`src/design/wnag_pkg.sv`:
```
// Shared constants of the window neighbour address generator.
package wnag_pkg;

	localparam int PIX_W     = 24;
	localparam int TAP_W     = 5;
	localparam int REG_W     = 13;
	localparam int REG_IDX_W = 2;
	localparam int OUT_DATA_W = 32;

	localparam logic [REG_IDX_W-1:0] REG_IMAGE_WIDTH  = 2'd0;
	localparam logic [REG_IDX_W-1:0] REG_IMAGE_HEIGHT = 2'd1;
	localparam logic [REG_IDX_W-1:0] REG_WINDOW_MODE  = 2'd2;

	localparam logic [REG_W-1:0] RESET_IMAGE_WIDTH  = 13'd640;
	localparam logic [REG_W-1:0] RESET_IMAGE_HEIGHT = 13'd480;

	localparam logic WIN_MODE_3X3 = 1'b0;
	localparam logic WIN_MODE_5X5 = 1'b1;

	localparam int TAPS_3X3 = 9;
	localparam int TAPS_5X5 = 25;

	// Quotient bits resolved per divider cycle and the resulting cycle count.
	localparam int DIV_BITS   = 3;
	localparam int DIV_CYCLES = PIX_W / DIV_BITS;
	localparam int DIV_CNT_W  = $clog2(DIV_CYCLES);

endpackage

```
`src/design/wnag_front.sv`:
```
// Front part: accepts a pixel index and splits it into row and column.
module wnag_front #(
	parameter int CW = 14
) (
	input  logic                        clk,
	input  logic                        arst_n,
	input  logic                        in_valid,
	output logic                        in_ready,
	input  logic [wnag_pkg::PIX_W-1:0]  in_index,
	input  logic [CW-1:0]               dim_w,
	input  logic [CW-1:0]               dim_h,
	output logic                        q_valid,
	input  logic                        q_ready,
	output logic [CW-1:0]               q_row,
	output logic [CW-1:0]               q_col
);

	localparam logic [1:0] ST_IDLE = 2'd0;
	localparam logic [1:0] ST_DIV  = 2'd1;
	localparam logic [1:0] ST_PUSH = 2'd2;

	localparam int PW = wnag_pkg::PIX_W;

	logic [1:0]                       state_q;
	logic [wnag_pkg::DIV_CNT_W-1:0]   cnt_q;
	logic [CW-1:0]                    rem_q;
	logic [PW-1:0]                    quo_q;
	logic [CW-1:0]                    rem_n;
	logic [PW-1:0]                    quo_n;
	logic [CW-1:0]                    h_lim;
	logic                             accept;

	assign in_ready = (state_q == ST_IDLE) || ((state_q == ST_PUSH) && q_ready);
	assign accept   = in_valid && in_ready;
	assign q_valid  = (state_q == ST_PUSH);

	// Restoring division, several quotient bits per cycle.
	always_comb begin
		logic [CW:0] t;
		rem_n = rem_q;
		quo_n = quo_q;
		for (int i = 0; i < wnag_pkg::DIV_BITS; i++) begin
			t = {rem_n, quo_n[PW-1]};
			quo_n = {quo_n[PW-2:0], 1'b0};
			if (t >= {1'b0, dim_w}) begin
				t = t - {1'b0, dim_w};
				quo_n[0] = 1'b1;
			end
			rem_n = t[CW-1:0];
		end
	end

	// A row at or beyond height + 2 clamps exactly as height + 2 does.
	assign h_lim = dim_h + CW'(2);
	assign q_row = (32'(quo_q) > 32'(h_lim)) ? h_lim : quo_q[CW-1:0];
	assign q_col = rem_q;

	always_ff @(posedge clk or negedge arst_n) begin
		if (!arst_n) begin
			state_q <= ST_IDLE;
			cnt_q   <= '0;
		end else begin
			unique case (state_q)
				ST_IDLE: begin
					if (accept) begin
						state_q <= ST_DIV;
						cnt_q   <= '0;
					end
				end
				ST_DIV: begin
					cnt_q <= cnt_q + 1'b1;
					if (cnt_q == wnag_pkg::DIV_CNT_W'(wnag_pkg::DIV_CYCLES - 1)) begin
						state_q <= ST_PUSH;
					end
				end
				ST_PUSH: begin
					if (q_ready) begin
						state_q <= accept ? ST_DIV : ST_IDLE;
						cnt_q   <= '0;
					end
				end
				default: begin
					state_q <= ST_IDLE;
				end
			endcase
		end
	end

	always_ff @(posedge clk) begin
		if (accept) begin
			rem_q <= '0;
			quo_q <= in_index;
		end else if (state_q == ST_DIV) begin
			rem_q <= rem_n;
			quo_q <= quo_n;
		end
	end

endmodule

```
`src/design/wnag_fifo.sv`:
```
// Short queue between the front and back parts.
module wnag_fifo #(
	parameter int WIDTH = 28,
	parameter int DEPTH = 2
) (
	input  logic             clk,
	input  logic             arst_n,
	input  logic             wr_valid,
	output logic             wr_ready,
	input  logic [WIDTH-1:0] wr_data,
	output logic             rd_valid,
	input  logic             rd_ready,
	output logic [WIDTH-1:0] rd_data
);

	localparam int AW = (DEPTH > 1) ? $clog2(DEPTH) : 1;
	localparam int NW = $clog2(DEPTH + 1);

	logic [WIDTH-1:0] mem_q [DEPTH];
	logic [AW-1:0]    wr_ptr_q;
	logic [AW-1:0]    rd_ptr_q;
	logic [NW-1:0]    count_q;
	logic             wr_en;
	logic             rd_en;

	assign wr_ready = (count_q != NW'(DEPTH));
	assign rd_valid = (count_q != '0);
	assign wr_en    = wr_valid && wr_ready;
	assign rd_en    = rd_valid && rd_ready;
	assign rd_data  = mem_q[rd_ptr_q];

	always_ff @(posedge clk) begin
		if (wr_en) begin
			mem_q[wr_ptr_q] <= wr_data;
		end
	end

	always_ff @(posedge clk or negedge arst_n) begin
		if (!arst_n) begin
			wr_ptr_q <= '0;
			rd_ptr_q <= '0;
			count_q  <= '0;
		end else begin
			if (wr_en) begin
				wr_ptr_q <= (wr_ptr_q == AW'(DEPTH - 1)) ? '0 : wr_ptr_q + 1'b1;
			end
			if (rd_en) begin
				rd_ptr_q <= (rd_ptr_q == AW'(DEPTH - 1)) ? '0 : rd_ptr_q + 1'b1;
			end
			if (wr_en && !rd_en) begin
				count_q <= count_q + 1'b1;
			end else if (rd_en && !wr_en) begin
				count_q <= count_q - 1'b1;
			end
		end
	end

endmodule

```
`src/design/wnag_back.sv`:
```
// Back part: walks the window taps, clamps them and forms the addresses.
module wnag_back #(
	parameter int CW = 14
) (
	input  logic                        clk,
	input  logic                        arst_n,
	input  logic                        q_valid,
	output logic                        q_ready,
	input  logic [CW-1:0]               q_row,
	input  logic [CW-1:0]               q_col,
	input  logic [CW-1:0]               dim_w,
	input  logic [CW-1:0]               dim_h,
	input  logic                        mode,
	output logic                        out_valid,
	input  logic                        out_ready,
	output logic [wnag_pkg::PIX_W-1:0]  out_addr,
	output logic [wnag_pkg::TAP_W-1:0]  out_tap,
	output logic                        out_last
);

	localparam int SW = CW + 1;
	localparam int MW = (2 * CW + 1 > wnag_pkg::PIX_W) ? 2 * CW + 1 : wnag_pkg::PIX_W;
	localparam int TW = wnag_pkg::TAP_W;

	function automatic logic [CW-1:0] clamp_coord(
		input logic [CW-1:0] base,
		input logic [2:0]    step,
		input logic [2:0]    rad,
		input logic [CW-1:0] lim
	);
		logic [SW-1:0] s;
		logic [SW-1:0] top;
		s   = {1'b0, base} + SW'(step);
		top = {1'b0, lim} - SW'(1);
		if (s < SW'(rad)) begin
			s = '0;
		end else begin
			s = s - SW'(rad);
		end
		if (s > top) begin
			s = top;
		end
		return s[CW-1:0];
	endfunction

	logic          busy_q;
	logic [2:0]    dyi_q;
	logic [2:0]    dxi_q;
	logic [TW-1:0] tap_q;
	logic [CW-1:0] row_q;
	logic [CW-1:0] col_q;

	logic          vld_s1;
	logic [CW-1:0] r_s1;
	logic [CW-1:0] c_s1;
	logic [TW-1:0] tap_s1;
	logic          last_s1;

	logic                       vld_s2;
	logic [wnag_pkg::PIX_W-1:0] addr_s2;
	logic [TW-1:0]              tap_s2;
	logic                       last_s2;

	logic          en;
	logic [2:0]    radius;
	logic [2:0]    side_m1;
	logic [TW-1:0] last_tap;
	logic          seq_last;
	logic          load;
	logic [MW-1:0] prod;

	assign radius   = (mode == wnag_pkg::WIN_MODE_5X5) ? 3'd2 : 3'd1;
	assign side_m1  = (mode == wnag_pkg::WIN_MODE_5X5) ? 3'd4 : 3'd2;
	assign last_tap = (mode == wnag_pkg::WIN_MODE_5X5) ? TW'(wnag_pkg::TAPS_5X5 - 1)
	                                                   : TW'(wnag_pkg::TAPS_3X3 - 1);

	// The whole pipeline moves together whenever the output register can take a step.
	assign en       = !vld_s2 || out_ready;
	assign seq_last = busy_q && (tap_q == last_tap);
	assign q_ready  = en && (!busy_q || seq_last);
	assign load     = q_valid && q_ready;

	always_ff @(posedge clk or negedge arst_n) begin
		if (!arst_n) begin
			busy_q <= 1'b0;
			dyi_q  <= '0;
			dxi_q  <= '0;
			tap_q  <= '0;
			vld_s1 <= 1'b0;
			vld_s2 <= 1'b0;
		end else if (en) begin
			vld_s1 <= busy_q;
			vld_s2 <= vld_s1;
			if (load) begin
				busy_q <= 1'b1;
				dyi_q  <= '0;
				dxi_q  <= '0;
				tap_q  <= '0;
			end else if (busy_q) begin
				if (seq_last) begin
					busy_q <= 1'b0;
				end
				tap_q <= tap_q + 1'b1;
				if (dxi_q == side_m1) begin
					dxi_q <= '0;
					dyi_q <= dyi_q + 1'b1;
				end else begin
					dxi_q <= dxi_q + 1'b1;
				end
			end
		end
	end

	assign prod = MW'(r_s1) * MW'(dim_w) + MW'(c_s1);

	always_ff @(posedge clk) begin
		if (load) begin
			row_q <= q_row;
			col_q <= q_col;
		end
		if (en) begin
			r_s1    <= clamp_coord(row_q, dyi_q, radius, dim_h);
			c_s1    <= clamp_coord(col_q, dxi_q, radius, dim_w);
			tap_s1  <= tap_q;
			last_s1 <= seq_last;
			addr_s2 <= prod[wnag_pkg::PIX_W-1:0];
			tap_s2  <= tap_s1;
			last_s2 <= last_s1;
		end
	end

	assign out_valid = vld_s2;
	assign out_addr  = addr_s2;
	assign out_tap   = tap_s2;
	assign out_last  = last_s2;

endmodule

```
`src/design/window_neighbour_address_gen_top.sv`:
```
// Top level of the window neighbour address generator with replicate border.
//
// Channel   Direction  Moves per transfer
// s_axis    in         one centre pixel index
// m_axis    out        one clamped neighbour address, its tap number and a last mark
// cfg       in         one register write (width, height, window mode)
//
// For a 5x5 window the item rate is set by the back part, which sends one address per cycle
// while m_axis_tready is high; for a 3x3 window it is set by the front divider, which
// resolves three quotient bits a cycle and takes the next index as it hands the row and column
// to the queue. An accepted index reaches m_axis through the divider, the queue, the tap
// counter and the clamp and multiply registers.
// Reset is asynchronous and active low; there is no clearing pass, the block is ready at once.
// When m_axis_tready is low the back pipeline holds as a whole, while the front part keeps
// dividing until the two-entry queue is full.
module window_neighbour_address_gen_top #(
	parameter int MAX_DIM = 4096
) (
	input  logic                                clk,
	input  logic                                arst_n,
	input  logic                                s_axis_tvalid,
	output logic                                s_axis_tready,
	// Fields from bit 0 up: pixel_index[23:0].
	input  logic [wnag_pkg::PIX_W-1:0]          s_axis_tdata,
	output logic                                m_axis_tvalid,
	input  logic                                m_axis_tready,
	// Fields from bit 0 up: neighbour_address[23:0], tap_number[28:24], zero fill[31:29].
	output logic [wnag_pkg::OUT_DATA_W-1:0]     m_axis_tdata,
	// Carries last_tap.
	output logic                                m_axis_tlast,
	input  logic                                cfg_we,
	input  logic [wnag_pkg::REG_IDX_W-1:0]      cfg_index,
	input  logic [wnag_pkg::REG_W-1:0]          cfg_wdata
);

	// Coordinate width: enough for any clamped dimension plus the two-pixel margin that
	// stands in for rows far beyond the image.
	localparam int CW = $clog2(MAX_DIM + 3);

	// Turns a register value into the dimension actually used: zero reads as one, and
	// anything above the largest supported dimension saturates to it.
	function automatic logic [CW-1:0] eff_dim(input logic [wnag_pkg::REG_W-1:0] v);
		logic [31:0] v32;
		v32 = 32'(v);
		if (v32 == 32'd0) begin
			return CW'(1);
		end else if (v32 > 32'(MAX_DIM)) begin
			return CW'(MAX_DIM);
		end
		return CW'(v32);
	endfunction

	// Configuration is held already reduced to the effective dimensions, so the divider
	// and the clamps see a settled value straight from a flip-flop.
	logic [CW-1:0] dim_w_q;
	logic [CW-1:0] dim_h_q;
	logic          mode_q;

	always_ff @(posedge clk or negedge arst_n) begin
		if (!arst_n) begin
			dim_w_q <= eff_dim(wnag_pkg::RESET_IMAGE_WIDTH);
			dim_h_q <= eff_dim(wnag_pkg::RESET_IMAGE_HEIGHT);
			mode_q  <= wnag_pkg::WIN_MODE_3X3;
		end else if (cfg_we) begin
			unique case (cfg_index)
				wnag_pkg::REG_IMAGE_WIDTH:  dim_w_q <= eff_dim(cfg_wdata);
				wnag_pkg::REG_IMAGE_HEIGHT: dim_h_q <= eff_dim(cfg_wdata);
				wnag_pkg::REG_WINDOW_MODE:  mode_q  <= cfg_wdata[0];
				default: begin
				end
			endcase
		end
	end

	logic          fq_valid;
	logic          fq_ready;
	logic [CW-1:0] fq_row;
	logic [CW-1:0] fq_col;
	logic          bq_valid;
	logic          bq_ready;
	logic [2*CW-1:0] bq_data;

	logic [wnag_pkg::PIX_W-1:0] addr;
	logic [wnag_pkg::TAP_W-1:0] tap;

	// Front part: index split by iterative division.
	wnag_front #(
		.CW (CW)
	) u_front (
		.clk      (clk),
		.arst_n   (arst_n),
		.in_valid (s_axis_tvalid),
		.in_ready (s_axis_tready),
		.in_index (s_axis_tdata),
		.dim_w    (dim_w_q),
		.dim_h    (dim_h_q),
		.q_valid  (fq_valid),
		.q_ready  (fq_ready),
		.q_row    (fq_row),
		.q_col    (fq_col)
	);

	// The queue decouples the divider from the tap walker.
	wnag_fifo #(
		.WIDTH (2 * CW),
		.DEPTH (2)
	) u_fifo (
		.clk      (clk),
		.arst_n   (arst_n),
		.wr_valid (fq_valid),
		.wr_ready (fq_ready),
		.wr_data  ({fq_row, fq_col}),
		.rd_valid (bq_valid),
		.rd_ready (bq_ready),
		.rd_data  (bq_data)
	);

	// Back part: one window address per cycle while m_axis_tready is high, through a clamp stage and a multiply stage.
	wnag_back #(
		.CW (CW)
	) u_back (
		.clk       (clk),
		.arst_n    (arst_n),
		.q_valid   (bq_valid),
		.q_ready   (bq_ready),
		.q_row     (bq_data[2*CW-1:CW]),
		.q_col     (bq_data[CW-1:0]),
		.dim_w     (dim_w_q),
		.dim_h     (dim_h_q),
		.mode      (mode_q),
		.out_valid (m_axis_tvalid),
		.out_ready (m_axis_tready),
		.out_addr  (addr),
		.out_tap   (tap),
		.out_last  (m_axis_tlast)
	);

	assign m_axis_tdata = {
		(wnag_pkg::OUT_DATA_W - wnag_pkg::PIX_W - wnag_pkg::TAP_W)'(0), tap, addr
	};

endmodule

```
`config.mk`:
```
export PLATFORM = sky130hd
export DESIGN_NAME = window_neighbour_address_gen_top
export DESIGN_NICKNAME = d
export VERILOG_FILES = /design/src/design/wnag_pkg.sv /design/src/design/wnag_front.sv /design/src/design/wnag_fifo.sv /design/src/design/wnag_back.sv /design/src/design/window_neighbour_address_gen_top.sv
export SDC_FILE = /design/constraint.sdc
export NUM_CORES = 1
export LEC_CHECK = 0
export BUFFER_PORTS_ARGS = -buffer_cell sky130_fd_sc_hd__buf_2
export CORE_ASPECT_RATIO = 1.25
export CORE_MARGIN = 5
export CORE_UTILIZATION = 65
export DETAILED_ROUTE_END_ITERATION = 8
export GPL_ROUTABILITY_DRIVEN = 0
export PLACE_DENSITY = 0.81
export SLEW_MARGIN = 20
export SYNTH_ARGS = -nofsm -noshare
export SYNTH_HDL_FRONTEND = slang
export SYNTH_HIERARCHICAL = 1
export SYNTH_SLANG_ARGS = --single-unit
```
`constraint.sdc`:
```
create_clock -name clk -period 11.7 [get_ports clk]
set_input_delay 0 -clock clk [delete_from_list [all_inputs] [get_ports clk]]
set_output_delay 0 -clock clk [all_outputs]
set_load 0.05 [all_outputs]
```
==> reports/qor.yml, run 1 <==
status: "finished, final reports clean"
holdWs_ps: 78.3
fmax_mhz: 132
cts_buffer_depth: 3
htree_num_levels: 1
ys.flop_type: "edfxtp_1"
slowest_stage: "dfrtp_1"
die_x_um: 168
async_flop_share_pct: 22.0
drt-initial-drc-count: 1136
synth_edf_count: 164
route.detailed.drc: 0
area_delta_synth_final_pct: 9.05
avgRoutedWirePerCell_um: 19.3
period_needed_ps: 7560
synth_area_per_cell_um2: 10.0
startpoint: "dim_w_q[5]"
startpoint_type: "register"
r2r_slack_ps: 4140
required_ps: 12080
worstSetupEndpointType: "register"
path_max_fanout: 21
vias: 15425
yosys.area.top_type: "edfxtp_1"
min_delay_path_depth: 3
postRouteWirelength_um: 48700
grt_antenna_before_repair: 0
yosys_register_bits: 227
rows: 72
wl_met2_um: 24700
die_area_um2: 34700
mostFrequentLayoutCell: "inv_1"
dr.pass1.iters: 5
met1Wirelength_um: 18600
grt_pass1_vias: 15890
grt_max_degree: 65
core_um2: 30800
cts.clk_slew.worst_paths_ps: 60
synth.distinct_cells: 89
postRouteAntennaNets: 0
fin_skew_ps: 9.91
route.met3.wl_um: 3200
port_buffers: 75
max_stage_delay_ps: 740
cts_tree: "built"
fp.dieH_um: 207
hold_class: "input pin to register"
hold_viol_final: 0
hold_start: "cfg_index[0]"
grt_pass1_wl_um: 79300
fin_nets: 2453
cts.sinks: 227
n_fill_cell: 2188
fin_cells: 2520
cts_buffers: 25
drive_gt1_share_pct: 10.6
r2r_cells: 27
rsz0062_at_grt: "no"
maxCapViolCount: 0
grt_overflow_total: 0
seq_area_frac_synth_pct: 31.9
cts_setup_buffers: 0
yosysWarningCount: 6
worst_pin_slew_ps: 1040
final_cell_mix: "inv_1, nand2_1, ha_1"
diodes: 0
track_usage_pct: 28.0
worstSkewPairLatency_ps: 540
start_util_pct: 65.5
postLayoutCoreUtil_pct: 71.4
setup_tns_ps: 0
dp_hpwl_um: 36400
place_inst: 2432
slew_headroom_pct: 30.4
synth_top_area_share_pct: 24.4
top_layer: "met4"
rr_startpoint: "dim_w_q[5]"
cts_root_buf: "clkbuf_16"
setup_viol: 0
syn_inst: 2011
drv_slew: 0
syn_area_um2: 20200
worstSetupPathType: "register to register"
arrival_ps: 7930
post-route-period-util_pct: 64.6
viasPerCell: 6.12
ys_top_cells_by_area: "edfxtp_1, fa_1, ha_1"
ioPinCount: 79
-- Yosys cell counts, types with 7 or more instances --
cell,n
nor4_1,13
or2_2,7
dfrtp_1,44
o21ai_0,62
ha_1,179
o21a_1,22
o21ai_1,17
a211oi_1,13
fa_1,136
a31oi_1,12
dfxtp_1,13
nor3_1,32
inv_1,214
nor2b_1,14
nand2b_1,17
a21oi_1,75
o22ai_1,9
nand4_1,28
nor2_1,99
buf_2,7
xnor2_1,94
and2_1,112
xor2_1,37
nand2_1,200
and3_1,16
a21o_1,26
mux2_2,34
nand3_1,47
or3_1,19
edfxtp_1,164
mux2i_1,35
a22o_1,21
mux2_4,20
clkbuf_1,50
-- kinds of logic (layout without fill, tap and decap cells) --
| kind of cell | after synthesis | count (layout) | synth area share [%] |
|---|---|---|---|
| and+or+nand+nor | 639 | 639 | 16.1 |
| AOI/OAI and AO/OA | 320 | 320 | 10.6 |
| adders and majority gates | 315 | 315 | 24.6 |
| buffers and inverters | 288 | 388 | 5.90 |
| DFF | 227 | 227 | 31.9 |
| xor gates and xnor gates | 131 | 131 | 5.69 |
| muxes | 90 | 90 | 5.19 |
| other | 1 | 3 | 0.0186 |
-- path summary, 6_finish.rpt --
path	end
worst max-delay path	u_front/q_col[1]
worst min-delay path	dim_h_q[7]
worst max register to register	u_front/q_col[1]
worst min register to register	u_back/out_tap[1]
max in group asynchronous	dim_w_q[6]
min in group asynchronous	u_back/tap_q[2]
-- timing repair --
action / in CTS / in global routing
gates resized for setup: 0 / 0
hold buffers: 41 / 0
setup endpoints to repair: 0 / 0
hold endpoints to repair: 106 / 0
-- worst max-delay path: cells and delay by family, from the launching register on --
family | cells | cell delay [ps]
adders and majority gates | 3 | 1140
AOI/OAI and AO/OA | 12 | 2660
muxes | 2 | 770
buffers and inverters | 3 | 800
and+or+nand+nor | 7 | 1270
DFF | 1 | 740
-- layer usage --
| layer | track usage (%) | vias to the layer above |
|---|---|---|
| met2 | 50.3 | 697 |
| met3 | 3.75 | 163 |
| li1 | - | 7110 |
| met4 | 12.2 | 0 |
| met5 | 0 | - |
| met1 | 34.0 | 7455 |
-- through the flow --
step | cell area (um^2) | worst slack (ps)
final | 22000 | 4140
after CTS | 22000 | 4360
after detailed placement | 20800 | 4410
after global routing | 22000 | 3780
after global placement | 20800 | 4640
after floorplan | 20200 | 5270
-- layout make-up --
| cell class | instances | area, um^2 | share of cell area, % |
|---|---|---|---|
| clock buffers | 32 | 652 | 2.96 |
| clock inverters | 14 | 136 | 0.620 |
| inverters | 214 | 803 | 3.65 |
| multi-input cells | 1498 | 12600 | 57.1 |
| flip-flops and latches | 227 | 6440 | 29.3 |
| well taps | 407 | 509 | 2.31 |
| repair buffers | 128 | 896 | 4.07 |
-- state kept, by name (all words and copies together) (netlist names), 5 cells and up --
name             count
u_back/c_s1         13
dim_w_q             13
u_back/out_tap       5
u_front/quo_q       24
u_fifo/mem_q        52
u_back/col_q        13
u_back/row_q        13
u_back/out_addr     24
u_back/tap_q         5
u_back/r_s1         13
dim_h_q             13
u_front/q_col       13
u_back/tap_s1        5
Power of run 1 is not shown: default switching activity piles up to over one toggle a cycle in this logic, so the estimate is an artifact.
==> inputs of run 2 (changes only) <==
Settings changed: CORE_UTILIZATION 65 to 64, PLACE_DENSITY 0.81 to 0.8.
Clock period 11.7 ns to 7.64 ns, I/O delays scaled along.
==> run 2 against run 1 <==
Effect of this change:
- global-route usage decreased by 0.95 points
- sequential share of layout area decreased by 0.13 points
- critical path type unchanged
- register-to-register slack got worse by 3700 ps
==> reports/qor.yml, run 2 (synthesis gave the netlist of run 1 again) <==
fmax_mhz: 138  # +4.5%
core_um2: 31100  # +0.88%
drt-initial-drc-count: 1031  # -9.2%
holdWs_ps: 108  # +29.8 ps
path_max_fanout: 19  # -9.5%
route.detailed.drc: 0  # unchanged
startpoint: "dim_w_q[9]"
vias: 15382  # -0.28%
grt_pass1_vias: 16046  # +0.98%
drive_gt1_share_pct: 11.2  # +0.56 points
hold_class: "input pin to asynchronous set/reset pin"
worstSetupPathType: "register to register"
die_area_um2: 35200  # +1.5%
grt_antenna_before_repair: 0  # unchanged
n_fill_cell: 2207  # +0.87%
die_x_um: 169  # +0.73%
grt_pass1_wl_um: 78300  # -1.2%
htree_num_levels: 1  # unchanged
postRouteWirelength_um: 47600  # -2.3%
grt_max_degree: 65  # unchanged
crit_end: "u_front/q_col[9]"
rows: 72  # unchanged
required_ps: 8070  # -4010 ps
final_cell_mix: "inv_1, nand2_1, ha_1"
cts_buffers: 25  # unchanged
viasPerCell: 6.08  # -0.67%
postRouteAntennaNets: 0  # unchanged
dpl_worst_slack_ps: 267  # -4140 ps
cts_buffer_depth: 3  # unchanged
cts_tree: "built"
cts_setup_buffers: 0  # unchanged
status: "finished, final reports clean"
grt_overflow_total: 0  # unchanged
cts.sinks: 227  # unchanged
dr.pass1.iters: 6  # +1
worstSkewPairLatency_ps: 540  # about the same
post-route-period-util_pct: 94.6  # +30 points
reg2reg_to: "u_front/q_col[9]"
r2r_slack_ps: 410  # -3730 ps
maxCapViolCount: 0  # unchanged
slowest_stage: "dfstp_2"
max_stage_delay_ps: 760  # +20 ps
arrival_ps: 7660  # -270 ps
dp_hpwl_um: 35300  # -3.0%
period_needed_ps: 7230  # -326 ps
hold_viol_final: 0  # unchanged
ioPinCount: 79  # unchanged
largest-register: "u_fifo/mem_q"
avgRoutedWirePerCell_um: 18.8  # -2.7%
setup_viol: 0  # unchanged
cts_root_buf: "clkbuf_16"
area_delta_synth_final_pct: 9.53
r2r_cells: 28  # +3.7%
fp.dieH_um: 209  # +0.74%
largest_reg_flops: 52  # unchanged
cp_common_cell: "a21oi_1"
fin_ws_ps: 411  # -3730 ps
start_util_pct: 64.9  # -0.57 points
track_usage_pct: 27.1  # -0.95 points
placed_area_um2: 20900  # +0.43%
rsz0062_at_grt: "no"
setup_tns_ps: 0  # unchanged
slew_headroom_pct: 21.8  # -8.6 points
diodes: 0  # unchanged
worstSetupEndpointType: "register"
fin_skew_ps: 15.7  # +5.81 ps
port_buffers: 75  # unchanged
fin_nets: 2464  # +0.45%
drv_slew: 0  # unchanged
startpoint_type: "register"
final_design_area_no_fill_um2: 22100  # +0.44%
cts.clk_slew.worst_paths_ps: 70  # about the same
rr_startpoint: "dim_w_q[9]"
worst_pin_slew_ps: 1170  # +128 ps
mostFrequentLayoutCell: "inv_1"
==> run 2: cell types whose count changed in the layout (fill, tap and decap cells not counted), sizes merged <==
cell      change
clkinvlp      -2
bufinv        +1
inv           -1
buf          +11
clkbuf        +1
==> run 2: how the worst min path moves through the flow <==
stage | end
floorplan | dim_h_q[0]
finish | u_back/tap_q[3]
CTS | dim_h_q[0]
detailed placement | u_fifo/wr_ptr_q
global route | dim_h_q[0]
global placement | u_fifo/wr_ptr_q
==> run 2: timing repair <==
action                                 4_1_cts  5_1_grt
endpoints found under the hold margin      101        0
hold buffers                                41        0
gates resized for setup                      0        4
setup endpoints to repair                    0       14
==> run 2: layout make-up <==
| class | count | area (um^2) | area share [%] |
|---|---|---|---|
| clock buffers | 33 | 656 | 2.97 |
| clock inverters | 12 | 148 | 0.668 |
| inverters | 214 | 803 | 3.63 |
| multi-input cells | 1498 | 12600 | 56.9 |
| flip-flops and latches | 227 | 6440 | 29.2 |
| well taps | 407 | 509 | 2.30 |
| repair buffers | 139 | 958 | 4.34 |
==> run 2: per-stage QoR <==
stage	cells	utilization (%)
5_1_grt	2530	71.1
2_1_floorplan	2013	-
3_5_place_dp	2444	67.1
6_report	2530	71.1
3_3_place_gp	2444	67.1
4_1_cts	2530	71.0
==> run 2: worst max-delay path, delay by kind of cell (launching register included) <==
kind	cells	cell delay (ps)
buffers and inverters	3	580
muxes	1	190
and+or+nand+nor	7	1600
AOI/OAI and AO/OA	14	3030
DFF	1	760
adders and majority gates	3	960
==> run 2: metal layers <==
layer	wire length [um]	track usage, %
met5	0	0
met4	2080	11.1
met3	3010	4.04
met2	24200	48.4
met1	18300	32.4
Power of run 2 is left out for the same reason.
